==> src/hdl/ptt_pkg.sv <==
// ----------------------------------------------------------------------------
// ptt_pkg
// shared types, codes and width helpers for the periodic timer table
// ----------------------------------------------------------------------------
package ptt_pkg;

  // defaults for the top-level parameters
  localparam int NUM_SLOTS_DEF = 16;
  localparam int TICK_BITS_DEF = 32;

  // fixed port widths
  localparam int OP_W       = 2;
  localparam int IN_TICK_W  = 32;
  localparam int IDENT_W    = 8;
  localparam int IN_SLOT_W  = 4;
  localparam int OUT_SLOT_W = 4;
  localparam int KIND_W     = 2;

  // depth of the queue between front and back
  localparam int QUEUE_DEPTH = 2;

  // operation codes on in_op
  localparam logic [OP_W-1:0] OP_ADD    = 2'd0;
  localparam logic [OP_W-1:0] OP_REMOVE = 2'd1;
  localparam logic [OP_W-1:0] OP_CHECK  = 2'd2;

  // classified work item kinds
  typedef enum logic [KIND_W-1:0] {
    KIND_ADD,
    KIND_REMOVE,
    KIND_CHECK
  } kind_t;

  // back-end sequencer states
  typedef enum logic [1:0] {
    BK_IDLE,
    BK_ADD,
    BK_CHECK
  } back_state_t;

  // slot index width, at least one bit
  function automatic int slot_w(input int num_slots);
    return (num_slots > 1) ? $clog2(num_slots) : 1;
  endfunction

  // packed width of one queued work item
  function automatic int item_w(input int tick_bits, input int slot_bits);
    return KIND_W + 3 * tick_bits + 2 + IDENT_W + slot_bits;
  endfunction

endpackage

==> src/hdl/ptt_ram.sv <==
// ----------------------------------------------------------------------------
// ptt_ram
// generic single-write, single-read memory with registered read data
// ----------------------------------------------------------------------------
module ptt_ram #(
  parameter int WIDTH = 8,
  parameter int DEPTH = 16,
  localparam int ADDR_W = (DEPTH > 1) ? $clog2(DEPTH) : 1
) (
  input  logic              clk,
  input  logic              we,
  input  logic [ADDR_W-1:0] waddr,
  input  logic [WIDTH-1:0]  wdata,
  input  logic              re,
  input  logic [ADDR_W-1:0] raddr,
  output logic [WIDTH-1:0]  rdata
);

  logic [WIDTH-1:0] mem_r [DEPTH];
  logic [WIDTH-1:0] rdata_r;

  always_ff @(posedge clk) begin
    if (we) begin
      mem_r[waddr] <= wdata;
    end
    if (re) begin
      rdata_r <= mem_r[raddr];
    end
  end

  assign rdata = rdata_r;

endmodule

==> src/hdl/ptt_queue.sv <==
// ----------------------------------------------------------------------------
// ptt_queue
// short register queue that decouples item intake from execution
// ----------------------------------------------------------------------------
module ptt_queue #(
  parameter int WIDTH = 8,
  parameter int DEPTH = ptt_pkg::QUEUE_DEPTH,
  localparam int PTR_W = (DEPTH > 1) ? $clog2(DEPTH) : 1,
  localparam int CNT_W = $clog2(DEPTH + 1)
) (
  input  logic             clk,
  input  logic             rst_n,
  input  logic             push,
  input  logic [WIDTH-1:0] wdata,
  input  logic             pop,
  output logic [WIDTH-1:0] rdata,
  output logic             full,
  output logic             empty
);

  logic [WIDTH-1:0] mem_r [DEPTH];
  logic [PTR_W-1:0] wr_ptr_r, wr_ptr_nxt;
  logic [PTR_W-1:0] rd_ptr_r, rd_ptr_nxt;
  logic [CNT_W-1:0] cnt_r, cnt_nxt;

  always_comb begin
    wr_ptr_nxt = wr_ptr_r;
    rd_ptr_nxt = rd_ptr_r;
    if (push) begin
      wr_ptr_nxt = (wr_ptr_r == PTR_W'(DEPTH - 1)) ? '0 : wr_ptr_r + 1'b1;
    end
    if (pop) begin
      rd_ptr_nxt = (rd_ptr_r == PTR_W'(DEPTH - 1)) ? '0 : rd_ptr_r + 1'b1;
    end
    unique case ({push, pop})
      2'b10:   cnt_nxt = cnt_r + 1'b1;
      2'b01:   cnt_nxt = cnt_r - 1'b1;
      default: cnt_nxt = cnt_r;
    endcase
  end

  always_ff @(posedge clk) begin
    if (!rst_n) begin
      wr_ptr_r <= '0;
      rd_ptr_r <= '0;
      cnt_r    <= '0;
    end else begin
      wr_ptr_r <= wr_ptr_nxt;
      rd_ptr_r <= rd_ptr_nxt;
      cnt_r    <= cnt_nxt;
    end
  end

  always_ff @(posedge clk) begin
    if (push) begin
      mem_r[wr_ptr_r] <= wdata;
    end
  end

  assign rdata = mem_r[rd_ptr_r];
  assign full  = (cnt_r == CNT_W'(DEPTH));
  assign empty = (cnt_r == '0);

endmodule

==> src/hdl/ptt_front.sv <==
// ----------------------------------------------------------------------------
// ptt_front
// accepts commands, decodes the op and precomputes the add deadline
// ----------------------------------------------------------------------------
module ptt_front #(
  parameter int NUM_SLOTS = ptt_pkg::NUM_SLOTS_DEF,
  parameter int TICK_BITS = ptt_pkg::TICK_BITS_DEF,
  localparam int SLOT_W = ptt_pkg::slot_w(NUM_SLOTS),
  localparam int ITEM_W = ptt_pkg::item_w(TICK_BITS, SLOT_W)
) (
  input  logic                           start,
  output logic                           busy,
  input  logic [ptt_pkg::OP_W-1:0]       in_op,
  input  logic [ptt_pkg::IN_TICK_W-1:0]  in_now,
  input  logic [ptt_pkg::IN_TICK_W-1:0]  in_delay,
  input  logic                           in_one_shot,
  input  logic [ptt_pkg::IDENT_W-1:0]    in_callback_id,
  input  logic [ptt_pkg::IN_SLOT_W-1:0]  in_slot,
  input  logic                           queue_full,
  output logic                           push,
  output logic [ITEM_W-1:0]              push_data
);

  typedef struct packed {
    ptt_pkg::kind_t                kind;
    logic [TICK_BITS-1:0]          tick;
    logic [TICK_BITS-1:0]          period;
    logic [TICK_BITS-1:0]          dl;
    logic                          carry;
    logic                          once;
    logic [ptt_pkg::IDENT_W-1:0]   ident;
    logic [SLOT_W-1:0]             slot;
  } item_t;

  logic [TICK_BITS-1:0] tick;
  logic [TICK_BITS-1:0] period;
  logic [TICK_BITS:0]   sum;
  logic                 keep;
  item_t                item;

  // ticks are taken modulo the tick width
  assign tick   = TICK_BITS'(in_now);
  assign period = TICK_BITS'(in_delay);
  // carry out means the deadline wrapped past the end of the tick range
  assign sum    = {1'b0, tick} + {1'b0, period};

  always_comb begin
    item        = '0;
    item.tick   = tick;
    item.period = period;
    item.dl     = sum[TICK_BITS-1:0];
    item.carry  = sum[TICK_BITS];
    item.once   = in_one_shot;
    item.ident  = in_callback_id;
    item.slot   = SLOT_W'(in_slot);
    keep        = 1'b0;
    unique case (in_op)
      ptt_pkg::OP_ADD: begin
        item.kind = ptt_pkg::KIND_ADD;
        keep      = 1'b1;
      end
      ptt_pkg::OP_REMOVE: begin
        // a slot beyond the table is a no-op
        item.kind = ptt_pkg::KIND_REMOVE;
        keep      = (32'(in_slot) < NUM_SLOTS);
      end
      ptt_pkg::OP_CHECK: begin
        item.kind = ptt_pkg::KIND_CHECK;
        keep      = 1'b1;
      end
      default: begin
        item.kind = ptt_pkg::KIND_ADD;
        keep      = 1'b0;
      end
    endcase
  end

  assign busy      = queue_full;
  assign push      = start && !queue_full && keep;
  assign push_data = item;

endmodule

==> src/hdl/ptt_back.sv <==
// ----------------------------------------------------------------------------
// ptt_back
// executes queued items: slot scan for add, remove, and the expiry walk
// ----------------------------------------------------------------------------
module ptt_back #(
  parameter int NUM_SLOTS = ptt_pkg::NUM_SLOTS_DEF,
  parameter int TICK_BITS = ptt_pkg::TICK_BITS_DEF,
  localparam int SLOT_W = ptt_pkg::slot_w(NUM_SLOTS),
  localparam int ITEM_W = ptt_pkg::item_w(TICK_BITS, SLOT_W)
) (
  input  logic                            clk,
  input  logic                            rst_n,
  input  logic                            q_empty,
  input  logic [ITEM_W-1:0]               q_data,
  output logic                            q_pop,
  output logic                            out_valid,
  output logic                            out_fired,
  output logic [ptt_pkg::IDENT_W-1:0]     out_fired_id,
  output logic [ptt_pkg::OUT_SLOT_W-1:0]  out_slot_index,
  output logic                            out_table_full,
  output logic                            out_last
);

  localparam int CNT_W = $clog2(NUM_SLOTS + 1);
  localparam int OSW   = ptt_pkg::OUT_SLOT_W;
  localparam int IDW   = ptt_pkg::IDENT_W;

  typedef struct packed {
    ptt_pkg::kind_t        kind;
    logic [TICK_BITS-1:0]  tick;
    logic [TICK_BITS-1:0]  period;
    logic [TICK_BITS-1:0]  dl;
    logic                  carry;
    logic                  once;
    logic [IDW-1:0]        ident;
    logic [SLOT_W-1:0]     slot;
  } item_t;

  typedef struct packed {
    logic [TICK_BITS-1:0]  dl;
    logic [TICK_BITS-1:0]  period;
    logic                  once;
    logic [IDW-1:0]        ident;
  } entry_t;

  localparam int ENT_W = $bits(entry_t);

  ptt_pkg::back_state_t state_r, state_nxt;

  item_t                 q_item;
  item_t                 cur_r;
  logic                  load_cur;
  logic                  wrap_r, wrap_nxt;
  logic [TICK_BITS-1:0]  prev_old_r, prev_old_nxt;
  logic [TICK_BITS-1:0]  prev_tick_r, prev_tick_nxt;
  logic [NUM_SLOTS-1:0]  busy_r, busy_nxt;
  logic [NUM_SLOTS-1:0]  wrapped_r, wrapped_nxt;
  logic [CNT_W-1:0]      idx_r, idx_nxt;
  logic [SLOT_W-1:0]     idx_lo;
  logic                  idx_end;
  logic                  ev_v_r, ev_v_nxt;
  logic [SLOT_W-1:0]     ev_idx_r, ev_idx_nxt;
  logic                  pend_v_r, pend_v_nxt;
  logic [IDW-1:0]        pend_id_r, pend_id_nxt;
  logic [SLOT_W-1:0]     pend_slot_r, pend_slot_nxt;

  logic                  out_valid_r, out_valid_nxt;
  logic                  out_fired_r, out_fired_nxt;
  logic [IDW-1:0]        out_id_r, out_id_nxt;
  logic [OSW-1:0]        out_slot_r, out_slot_nxt;
  logic                  out_full_r, out_full_nxt;
  logic                  out_last_r, out_last_nxt;

  logic                  ram_we;
  logic [SLOT_W-1:0]     ram_waddr;
  logic [ENT_W-1:0]      ram_wdata;
  logic                  ram_re;
  logic [ENT_W-1:0]      ram_rdata;

  entry_t                ent;
  entry_t                add_entry;
  entry_t                reload_entry;
  logic [TICK_BITS:0]    reload_sum;
  logic                  live;
  logic                  hit;

  assign q_item  = item_t'(q_data);
  assign idx_lo  = idx_r[SLOT_W-1:0];
  assign idx_end = (idx_r == CNT_W'(NUM_SLOTS));

  // deadline, period, mode and id per slot
  ptt_ram #(
    .WIDTH (ENT_W),
    .DEPTH (NUM_SLOTS)
  ) u_ptt_ram (
    .clk   (clk),
    .we    (ram_we),
    .waddr (ram_waddr),
    .wdata (ram_wdata),
    .re    (ram_re),
    .raddr (idx_lo),
    .rdata (ram_rdata)
  );

  assign ent = entry_t'(ram_rdata);

  assign add_entry = '{dl: cur_r.dl, period: cur_r.period, once: cur_r.once,
                       ident: cur_r.ident};

  // periodic reload: new deadline from the check tick, carry is the wrap mark
  assign reload_sum   = {1'b0, cur_r.tick} + {1'b0, ent.period};
  assign reload_entry = '{dl: reload_sum[TICK_BITS-1:0], period: ent.period,
                          once: 1'b0, ident: ent.ident};

  assign live = busy_r[ev_idx_r] && !wrapped_r[ev_idx_r];
  assign hit  = live && ((ent.dl <= cur_r.tick) ||
                         (wrap_r && (prev_old_r <= ent.dl)));

  // next state
  always_comb begin
    state_nxt = state_r;
    unique case (state_r)
      ptt_pkg::BK_IDLE: begin
        if (!q_empty) begin
          unique case (q_item.kind)
            ptt_pkg::KIND_ADD:   state_nxt = ptt_pkg::BK_ADD;
            ptt_pkg::KIND_CHECK: state_nxt = ptt_pkg::BK_CHECK;
            default:             state_nxt = ptt_pkg::BK_IDLE;
          endcase
        end
      end
      ptt_pkg::BK_ADD: begin
        if (idx_end || !busy_r[idx_lo]) begin
          state_nxt = ptt_pkg::BK_IDLE;
        end
      end
      ptt_pkg::BK_CHECK: begin
        if (idx_end && !ev_v_r) begin
          state_nxt = ptt_pkg::BK_IDLE;
        end
      end
      default: state_nxt = ptt_pkg::BK_IDLE;
    endcase
  end

  // datapath and outputs
  always_comb begin
    q_pop         = 1'b0;
    load_cur      = 1'b0;
    wrap_nxt      = wrap_r;
    prev_old_nxt  = prev_old_r;
    prev_tick_nxt = prev_tick_r;
    busy_nxt      = busy_r;
    wrapped_nxt   = wrapped_r;
    idx_nxt       = idx_r;
    ev_v_nxt      = 1'b0;
    ev_idx_nxt    = ev_idx_r;
    pend_v_nxt    = pend_v_r;
    pend_id_nxt   = pend_id_r;
    pend_slot_nxt = pend_slot_r;
    out_valid_nxt = 1'b0;
    out_fired_nxt = 1'b0;
    out_id_nxt    = '0;
    out_slot_nxt  = '0;
    out_full_nxt  = 1'b0;
    out_last_nxt  = 1'b0;
    ram_we        = 1'b0;
    ram_waddr     = ev_idx_r;
    ram_wdata     = reload_entry;
    ram_re        = 1'b0;
    unique case (state_r)
      ptt_pkg::BK_IDLE: begin
        if (!q_empty) begin
          q_pop      = 1'b1;
          load_cur   = 1'b1;
          idx_nxt    = '0;
          pend_v_nxt = 1'b0;
          unique case (q_item.kind)
            ptt_pkg::KIND_REMOVE: busy_nxt[q_item.slot] = 1'b0;
            ptt_pkg::KIND_CHECK: begin
              wrap_nxt      = (q_item.tick < prev_tick_r);
              prev_old_nxt  = prev_tick_r;
              prev_tick_nxt = q_item.tick;
              if (q_item.tick < prev_tick_r) begin
                wrapped_nxt = '0;
              end
            end
            default: begin
            end
          endcase
        end
      end
      ptt_pkg::BK_ADD: begin
        if (idx_end) begin
          out_valid_nxt = 1'b1;
          out_full_nxt  = 1'b1;
          out_last_nxt  = 1'b1;
        end else if (!busy_r[idx_lo]) begin
          ram_we               = 1'b1;
          ram_waddr            = idx_lo;
          ram_wdata            = add_entry;
          busy_nxt[idx_lo]     = 1'b1;
          wrapped_nxt[idx_lo]  = cur_r.carry;
          out_valid_nxt        = 1'b1;
          out_slot_nxt         = OSW'(idx_lo);
          out_last_nxt         = 1'b1;
        end else begin
          idx_nxt = idx_r + 1'b1;
        end
      end
      ptt_pkg::BK_CHECK: begin
        if (!idx_end) begin
          ram_re     = 1'b1;
          idx_nxt    = idx_r + 1'b1;
          ev_v_nxt   = 1'b1;
          ev_idx_nxt = idx_lo;
        end
        if (ev_v_r && hit) begin
          // older fired result goes out now, this one waits for its last flag
          if (pend_v_r) begin
            out_valid_nxt = 1'b1;
            out_fired_nxt = 1'b1;
            out_id_nxt    = pend_id_r;
            out_slot_nxt  = OSW'(pend_slot_r);
          end
          pend_v_nxt    = 1'b1;
          pend_id_nxt   = ent.ident;
          pend_slot_nxt = ev_idx_r;
          if (ent.once) begin
            busy_nxt[ev_idx_r] = 1'b0;
          end else begin
            ram_we                = 1'b1;
            wrapped_nxt[ev_idx_r] = reload_sum[TICK_BITS];
          end
        end
        if (idx_end && !ev_v_r && pend_v_r) begin
          out_valid_nxt = 1'b1;
          out_fired_nxt = 1'b1;
          out_id_nxt    = pend_id_r;
          out_slot_nxt  = OSW'(pend_slot_r);
          out_last_nxt  = 1'b1;
          pend_v_nxt    = 1'b0;
        end
      end
      default: begin
      end
    endcase
  end

  always_ff @(posedge clk) begin
    if (!rst_n) begin
      state_r     <= ptt_pkg::BK_IDLE;
      busy_r      <= '0;
      wrapped_r   <= '0;
      prev_tick_r <= '0;
      idx_r       <= '0;
      ev_v_r      <= 1'b0;
      pend_v_r    <= 1'b0;
      out_valid_r <= 1'b0;
    end else begin
      state_r     <= state_nxt;
      busy_r      <= busy_nxt;
      wrapped_r   <= wrapped_nxt;
      prev_tick_r <= prev_tick_nxt;
      idx_r       <= idx_nxt;
      ev_v_r      <= ev_v_nxt;
      pend_v_r    <= pend_v_nxt;
      out_valid_r <= out_valid_nxt;
    end
  end

  always_ff @(posedge clk) begin
    if (load_cur) begin
      cur_r <= q_item;
    end
    wrap_r      <= wrap_nxt;
    prev_old_r  <= prev_old_nxt;
    ev_idx_r    <= ev_idx_nxt;
    pend_id_r   <= pend_id_nxt;
    pend_slot_r <= pend_slot_nxt;
    out_fired_r <= out_fired_nxt;
    out_id_r    <= out_id_nxt;
    out_slot_r  <= out_slot_nxt;
    out_full_r  <= out_full_nxt;
    out_last_r  <= out_last_nxt;
  end

  assign out_valid      = out_valid_r;
  assign out_fired      = out_fired_r;
  assign out_fired_id   = out_id_r;
  assign out_slot_index = out_slot_r;
  assign out_table_full = out_full_r;
  assign out_last       = out_last_r;

endmodule

==> src/hdl/periodic_timer_table.sv <==
// add: after the start transfer, the back end scans upward from slot zero past the busy
//   slots and reports the first free one; a full table reports table_full instead
// flow: a check walks every slot, one slot per cycle through the slot memory read port;
//   a remove is done as the back end pops it; new items are popped only in idle; up to two items queue ahead
// reset: synchronous, active low; clears the queue, busy and wrapped marks and the last
//   checked tick; slot memory is not cleared, results are never stalled by the receiver
// ----------------------------------------------------------------------------
// periodic_timer_table
// table of one-shot and periodic timers on a wrapping tick, with slot walk
// ----------------------------------------------------------------------------
module periodic_timer_table #(
  parameter int NUM_SLOTS = ptt_pkg::NUM_SLOTS_DEF,
  parameter int TICK_BITS = ptt_pkg::TICK_BITS_DEF
) (
  input  logic                            clk,
  input  logic                            rst_n,
  // command channel: transfer when start is high and busy is low
  input  logic                            start,
  output logic                            busy,
  input  logic [ptt_pkg::OP_W-1:0]        in_op,
  input  logic [ptt_pkg::IN_TICK_W-1:0]   in_now,
  input  logic [ptt_pkg::IN_TICK_W-1:0]   in_delay,
  input  logic                            in_one_shot,
  input  logic [ptt_pkg::IDENT_W-1:0]     in_callback_id,
  input  logic [ptt_pkg::IN_SLOT_W-1:0]   in_slot,
  // result channel: one-cycle strobe, no back-pressure
  output logic                            out_valid,
  output logic                            out_fired,
  output logic [ptt_pkg::IDENT_W-1:0]     out_fired_id,
  output logic [ptt_pkg::OUT_SLOT_W-1:0]  out_slot_index,
  output logic                            out_table_full,
  output logic                            out_last
);

  localparam int SLOT_W = ptt_pkg::slot_w(NUM_SLOTS);
  localparam int ITEM_W = ptt_pkg::item_w(TICK_BITS, SLOT_W);

  // front to queue
  logic              push;
  logic [ITEM_W-1:0] push_data;
  logic              queue_full;

  // queue to back
  logic              q_pop;
  logic              q_empty;
  logic [ITEM_W-1:0] q_data;

  // decode, drop unused op codes and out-of-range removes,
  // precompute the add deadline and its wrap mark
  ptt_front #(
    .NUM_SLOTS (NUM_SLOTS),
    .TICK_BITS (TICK_BITS)
  ) u_ptt_front (
    .start          (start),
    .busy           (busy),
    .in_op          (in_op),
    .in_now         (in_now),
    .in_delay       (in_delay),
    .in_one_shot    (in_one_shot),
    .in_callback_id (in_callback_id),
    .in_slot        (in_slot),
    .queue_full     (queue_full),
    .push           (push),
    .push_data      (push_data)
  );

  // short queue so commands keep flowing while the back end walks slots
  ptt_queue #(
    .WIDTH (ITEM_W),
    .DEPTH (ptt_pkg::QUEUE_DEPTH)
  ) u_ptt_queue (
    .clk   (clk),
    .rst_n (rst_n),
    .push  (push),
    .wdata (push_data),
    .pop   (q_pop),
    .rdata (q_data),
    .full  (queue_full),
    .empty (q_empty)
  );

  // sequencer: lowest-free-slot scan for add, busy clear for remove, expiry walk for check;
  // a fired result is held until the next one fires or the walk ends, so the final one can carry last
  ptt_back #(
    .NUM_SLOTS (NUM_SLOTS),
    .TICK_BITS (TICK_BITS)
  ) u_ptt_back (
    .clk            (clk),
    .rst_n          (rst_n),
    .q_empty        (q_empty),
    .q_data         (q_data),
    .q_pop          (q_pop),
    .out_valid      (out_valid),
    .out_fired      (out_fired),
    .out_fired_id   (out_fired_id),
    .out_slot_index (out_slot_index),
    .out_table_full (out_table_full),
    .out_last       (out_last)
  );

endmodule

==> config.mk <==
export PLATFORM = sky130hd
export DESIGN_NAME = periodic_timer_table
export DESIGN_NICKNAME = d
export VERILOG_FILES = /design/src/hdl/ptt_pkg.sv /design/src/hdl/ptt_ram.sv /design/src/hdl/ptt_queue.sv /design/src/hdl/ptt_front.sv /design/src/hdl/ptt_back.sv /design/src/hdl/periodic_timer_table.sv
export SDC_FILE = /design/constraint.sdc
export NUM_CORES = 2
export LEC_CHECK = 0
export BUFFER_PORTS_ARGS = -buffer_cell sky130_fd_sc_hd__buf_2
export CELL_PAD_IN_SITES_DETAIL_PLACEMENT = 0
export CELL_PAD_IN_SITES_GLOBAL_PLACEMENT = 2
export CORE_MARGIN = 5
export CORE_UTILIZATION = 46
export CTS_BUF_LIST = sky130_fd_sc_hd__clkbuf_4 sky130_fd_sc_hd__clkbuf_8
export DETAILED_ROUTE_END_ITERATION = 16
export PLACE_DENSITY_LB_ADDON = 0.15
export SYNTH_ARGS = -nofsm -noshare
export SYNTH_HDL_FRONTEND = slang
export SYNTH_SLANG_ARGS = --single-unit
==> constraint.sdc <==
create_clock -name clk -period 7 [get_ports clk]
set_clock_uncertainty 0.2 [all_clocks]
set_input_delay 0.35 -clock clk [delete_from_list [all_inputs] [get_ports clk]]
set_output_delay 0.35 -clock clk [all_outputs]
set_load 0.02 [all_outputs]
; After elaboration in Yosys (flattened, before gate mapping)
; Memory sizes are Yosys's and may differ from the RTL's. A register that Yosys moved wholly into a read port is not among the register bits.
; Index checks and enable logic that the tools add are counted.
[word_totals]
word_cells = 195
in_bits = 82
register_bits = 248
mem_count = 2
ram_bits = 1392
out_inout_bits = 17
[classes]
n_eq_ne = 24
n_lt_le_gt_ge = 9
n_reduce_logical = 33
n_bitwise = 7
muxes = 86
addsub = 7
[mem_list]
columns = name, words, width, rd, rd_ports_with_merged_regs, wr, line
row1 = u_ptt_back.u_ptt_ram.mem_r, 16, 73, 1, 1, 1, ptt_ram.sv:19  ; logic [WIDTH-1:0] mem_r [DEPTH];
row2 = u_ptt_queue.mem_r, 2, 112, 1, 1, 1, ptt_queue.sv:21  ; logic [WIDTH-1:0] mem_r [DEPTH];
[ops]
columns = cell, count
row1 = 73-bit 2-to-1 mux, 3
row2 = 16-bit 2-to-1 mux, 13
row3 = 16-bit case mux with 3 select lines, 2
row4 = 32-bit by 32-bit adder with 33-bit output, 2
row5 = 32-bit less-or-equal comparator, 2
row6 = 16-bit bitwise AND, 2
row7 = 16-bit bitwise mux, 2
row8 = 32-bit less-than comparator, 1
row9 = 1-bit 2-to-1 mux, 32
row10 = 4-bit 2-to-1 mux, 8
row11 = 16-bit NOT, 2
row12 = 8-bit 2-to-1 mux, 3
row13 = 5-bit 2-to-1 mux, 4
row14 = 16-bit bitwise OR, 1
row15 = 4-bit by 5-bit less-than comparator with 1-bit output (second input constant), 3
row16 = 5-bit case mux with 3 select lines, 1
row17 = 2-bit != test (second input constant), 7
row18 = 1-bit binary-select mux with 4-bit select, 3
row19 = 1-bit demux with 4-bit select, 3
row20 = 4-bit by 1-bit greater-or-equal comparator with 1-bit output (second input constant), 3
row21 = 2-bit by 1-bit != test with 1-bit output (second input constant), 6
row22 = 2-bit case mux with 2 select lines, 3
row23 = 1-bit logical AND, 11
row24 = 2-bit equality test (second input constant), 5
row25 = 23 further kinds, 44

; Longest topological paths before layout
[depth]
ltp_word = 10
mapped_depth = 17
mapped_depth_nobuf = 13

; Cells and area by module
; Synthesis repeated with hierarchy kept, for this count alone.
[hier_totals]
hier_cells = 3977
hier_area_um2 = 70635.2
[modules_own_cells]
columns = module, area_per_inst_um2, instances, cells_each, seq_area_each_um2
row1 = ptt_ram, 45857.7, 1, 1875, 37265.7
row2 = ptt_back, 14254.9, 1, 1428, 6436.2
row3 = ptt_queue, 8284.2, 1, 370, 6826.5
row4 = ptt_front, 2238.4, 1, 304, 0.0

; Worst setup path after synthesis
; OpenSTA, ideal clock, no wires.
[synth_path]
kind = reg2reg
start = register u_ptt_back.idx_r[1]
end = memory u_ptt_back.u_ptt_ram.mem_r[3][0] (netlist name), enable pin
t_required_ps = 6295
path_stages_with_launch = 15
arrival_ps = 6171
synth_period_minus_slack_ps = 6875
slack_ps = 125
n_path_buf = 7
setup_ps = 505
cell_sequence = dfxtp_1 > clkbuf_1 > clkbuf_1 > clkbuf_1 > clkbuf_1 > inv_1 > ha_1 > clkbuf_1 > nand3_1 > and3_1 > clkbuf_1 > buf_2 > nand2_1 > o21a_1 > nor2_1
[synth_between]
elab_chain_cells = 7
word_cells_on_any_way = 11
cone_classes = eq/ne: 1 / mux: 10
[synth_lines]
columns = item, line
row1 = from (decl), ptt_back.sv:58  ; logic [CNT_W-1:0] idx_r, idx_nxt;
row2 = from (signal assigned), ptt_back.sv:265  ; idx_r <= idx_nxt;
row3 = 1-bit binary-select mux with 4-bit select, ptt_back.sv:198  ; end else if (!busy_r[idx_lo]) begin
row4 = 1-bit 2-to-1 mux (implied by the code), ptt_back.sv:198
row5 = 1-bit 2-to-1 mux, ptt_back.sv:198
row6 = 1-bit 2-to-1 mux, ptt_back.sv:194  ; if (idx_end) begin
row7 = 1-bit case mux with 2 select lines, ptt_back.sv:171  ; unique case (state_r)
row8 = 1-bit 2-to-1 mux, ptt_ram.sv:23  ; if (we) begin
row9 = 1-bit 2-to-1 mux (implied by the code), ptt_ram.sv:24  ; mem_r[waddr] <= wdata;
row10 = to (decl), ptt_ram.sv:19
; Several ways; a longest one is shown, not always the timed one. The select of a mux whose other input is x is not followed.

; Final worst setup path
[layout_path]
start = register u_ptt_back.cur_r[109] (netlist name)
end = memory u_ptt_back.u_ptt_ram.mem_r[0][50] (netlist name), enable pin
[layout_between]
elab_chain_cells = 8
[layout_lines]
columns = item, line
row1 = from (decl), ptt_back.sv:51  ; item_t cur_r;
row2 = from (signal assigned), ptt_back.sv:274  ; cur_r <= q_item;
row3 = 32-bit less-or-equal comparator, ptt_back.sv:116  ; assign hit = live && ((ent.dl <= cur_r.tick) ||
row4 = 1-bit logical OR, ptt_back.sv:116
row5 = 1-bit logical AND, ptt_back.sv:116
row6 = 1-bit logical AND, ptt_back.sv:218  ; if (ev_v_r && hit) begin
row7 = 1-bit 2-to-1 mux, ptt_back.sv:218
row8 = 1-bit case mux with 2 select lines, ptt_back.sv:171
row9 = 1-bit 2-to-1 mux, ptt_ram.sv:23
row10 = 1-bit 2-to-1 mux (implied by the code), ptt_ram.sv:24
; Every way passes these cells.

==> impl_results.md <==
* Status: finished, final reports clean
* Buffers added on ports at 98
* Htree depth at 5
* Max IR drop VDD at 206 uV
* CTS clk-pin slew, worst paths at 0.06 ns
* Hold Crit Endpoint: u_ptt_queue.mem_r[1][12]$_DFFE_PP_
* Async set or reset register ratio after synthesis at 0%
* Final setup viols at 0
* Max FO, Critical Path at 51
* Most frequent cell after synthesis: edfxtp_1
* DP Worst Slack at 1.22 ns
* Routability Congestion at 0.805
* Final Hold Viols at 0
* Cell Area, Synth at 70000 um^2
* Critical Path Source Type: flop
* Critical path arrival at 6.18 ns
* Number of synthesized register bits at 1714
* Gr ovfl total at 0
* Worst Setup End Kind: flop
* Area leader, netlist: edfxtp_1
* Clk root buf: clkbuf_8
* Skew-Pair Late Insertion Delay at 0.99 ns
* Initial antenna violation count at 2
* CP Class: reg -> reg
* Slew headroom at 27.4%
* Wirelength, routed at 174000 um
* Cts bufs inserted at 302
* Yosys cell types at 73
* Final Critical Period at 5.79 ns
* Register area share after synthesis at 72.2%
* Syn avg cell area at 18.8 um^2
* Worst setup margin at 1.21 ns
* # fillers at 12100
* Largest net degree at the start of global routing at 104
* Area growth syn-to-layout at 15.3%
* Launching point of the worst reg2reg path: u_ptt_back.cur_r[109]$_DFFE_PP_
* Row count at 143
* EDFF count, synth at 1620
* Clock sinks at 1714
* First-pass GRT wire length at 254000 um
* Design area at 80700 um^2
* Die span in y at 400 um
* WP data required at 7.39 ns
* Worst R2R Setup Slack at 1.21 ns
* Initial Util at 46.2%
* Total Routing Usage GR at 21.8%
* CTS resizes at 0
* CP Cell Sequence: inv_1 -> ha_1 -> nand4_1 -> nor4_1 -> and3_1 -> nor3b_1 -> a22oi_1 -> o21a_1 -> nor3b_1 -> a32oi_1 -> nor2_4 -> buf_12
* Hold Path Depth at 2
* Share of cells above drive strength 1 at 27.4%
* Max-cap violation count at 0
* Power per Cell Area at 347 nW/um^2
* Iteration-0 DRC Markers at 2685
* HP Start: in_one_shot
* RSZ-0062 raised after global routing: false
* Synth cell count leaders: edfxtp_1, mux4_2, ha_1
* Reg2reg end: u_ptt_back.u_ptt_ram.mem_r[0][50]$_DFFE_PP_
* Slew Viols, Final at 0
* Drt pass-1 iters at 5
* Routed wire length per instance at 26.9 um
* Class of the worst hold path: in -> reg
* Area share of the largest cell type after synthesis at 69.5%
* Ports at 99
* Syn nets at 3976
* Via/cell ratio at 5.62
* Most frequent CP cell: nor3b_1
* Die ar. at 160000 um^2
* Vias in the first global route at 37700
* Crit path max-delay cell type: nor2_4
* Synth top area cells: edfxtp_1, mux4_2, ha_1
* DP Wirelength at 106000 um
* DRT antenna net count at 0
* Synth Warn # at 0
* Post-DP Area at 73500 um^2
* Chip width at 400 um
* Fmax at 0.173 GHz
* Vias at 36300
* Worst path max stage delay at 0.87 ns
* Remaining DRCs at 0
* Fin nets at 4465
* Worst-margin pin slew at 1.09 ns
* R2R depth at 12
* Pleak at 26.3 nW
* CTS tree: built
* Setup tns final at 0 ns
* Post-synthesis cell count at 3724
* Clk buf depth at 4
* Core Area at 152000 um^2
* Top_reg_cell synth: edfxtp_1
* Period Utilization, post-route at 82.7%
[through the flow]
step | instances | hold slack, ns | power [mW] | utilization (%)
after detailed placement | 5778 | 0.217 | 19.6 | 48.5
after floorplan | 3724 | 0.206 | 17.2 | -
after global placement | 5778 | 0.214 | 19.6 | 48.5
after global routing | 6448 | 0.0534 | 29.3 | 53.3
after CTS | 6446 | 0.0373 | 28.4 | 53.3
final | 6452 | 0.123 | 28.0 | 53.3
[worst max-delay path: cells and delay by family, from the launching register on]
| family | cells | cell delay, ns |
|---|---|---|
| flip-flops | 1 | 0.39 |
| AO/OA/AOI/OAI | 3 | 1.34 |
| buffers and inverters | 2 | 0.47 |
| AND/OR/NAND/NOR | 6 | 2.66 |
| adder cells (fa/ha/maj) | 1 | 0.30 |
[how the worst max path moves through the flow]
stage	slack [ns]	depth (start not counted)	start	to
6_report	1.21	12	u_ptt_back.cur_r[109]$_DFFE_PP_	u_ptt_back.u_ptt_ram.mem_r[0][50]$_DFFE_PP_
5_1_grt	0.87	12	u_ptt_back.cur_r[109]$_DFFE_PP_	u_ptt_back.u_ptt_ram.mem_r[0][50]$_DFFE_PP_
4_1_cts	1.17	12	u_ptt_back.cur_r[109]$_DFFE_PP_	u_ptt_back.u_ptt_ram.mem_r[0][52]$_DFFE_PP_
3_5_place_dp	1.22	12	u_ptt_back.cur_r[109]$_DFFE_PP_	u_ptt_back.u_ptt_ram.mem_r[0][45]$_DFFE_PP_
3_3_place_gp	1.27	11	u_ptt_back.u_ptt_ram.rdata[60]$_DFFE_PP_	u_ptt_back.u_ptt_ram.mem_r[0][45]$_DFFE_PP_
2_1_floorplan	0.12	14	u_ptt_back.idx_r[1]$_SDFFE_PN0P_	u_ptt_back.u_ptt_ram.mem_r[3][0]$_DFFE_PP_
[layout by cell type, fill, tap and decap left out, types with 126 or more instances in the layout]
master / netlist / layout
edfxtp_1: 1620 / 1620
nand2_1: 126 / 126
mux2_2: 149 / 149
a21oi_1: 131 / 131
clkbuf_8: 0 / 318
inv_1: 148 / 147
mux4_2: 371 / 371
dlygate4sd3_1: 0 / 161
ha_1: 168 / 168
o21ai_0: 134 / 131
[what timing repair did]
action                                 CTS  global route
hold buffers                           161             0
buffers inserted                         0             0
endpoints found under the hold margin  273             0
[layout make-up]
class	instances	area [um^2]	area share, %
Antenna cell	6	15.0	0.0186
Clock buffer	416	5110	6.33
Clock inverter	91	464	0.575
Inverter	150	573	0.710
Multi-Input combinational cell	1691	18400	22.8
Sequential cell	1714	50500	62.6
Tap cell	2030	2540	3.15
Timing Repair Buffer	354	3070	3.80
[logic make-up after synthesis]
logic type,Yosys count,synth area share [%]
mux,525,14.4
simple gates,423,2.99
buf+inv,319,1.78
fa+ha+maj,170,3.06
compound gates,521,4.91
flops,1714,72.2
xor+xnor,52,0.651
[sequential cells by signal, summed over array words and instances (netlist names), 5 cells and up, named ones only]
register / cells
u_ptt_back.prev_old_r: 32
u_ptt_back.cur_r: 33
u_ptt_back.out_fired_id: 8
u_ptt_back.add_entry: 73
u_ptt_back.idx_r: 5
u_ptt_back.prev_tick_r: 32
u_ptt_back.pend_id_r: 8
u_ptt_back.busy_r: 16
u_ptt_queue.mem_r: 224
u_ptt_back.u_ptt_ram.mem_r: 1168
u_ptt_back.u_ptt_ram.rdata: 73
u_ptt_back.wrapped_r: 16
[metal layers]
layer,up-vias,routed length (um),GRT usage [%]
li1,16200,-,-
met1,18900,69800,27.3
met2,873,92600,39.2
met3,275,6510,3.03
met4,0,4800,6.92
met5,-,0,0
[report_power, final]
part,switching (mW),total (mW),internal (mW)
registers,0.419,13.8,13.4
clock network,3.90,8.69,4.79
logic,3.72,5.58,1.86
total,8.03,28.0,20.0
Note: power is estimated with default switching activity, not from simulation.
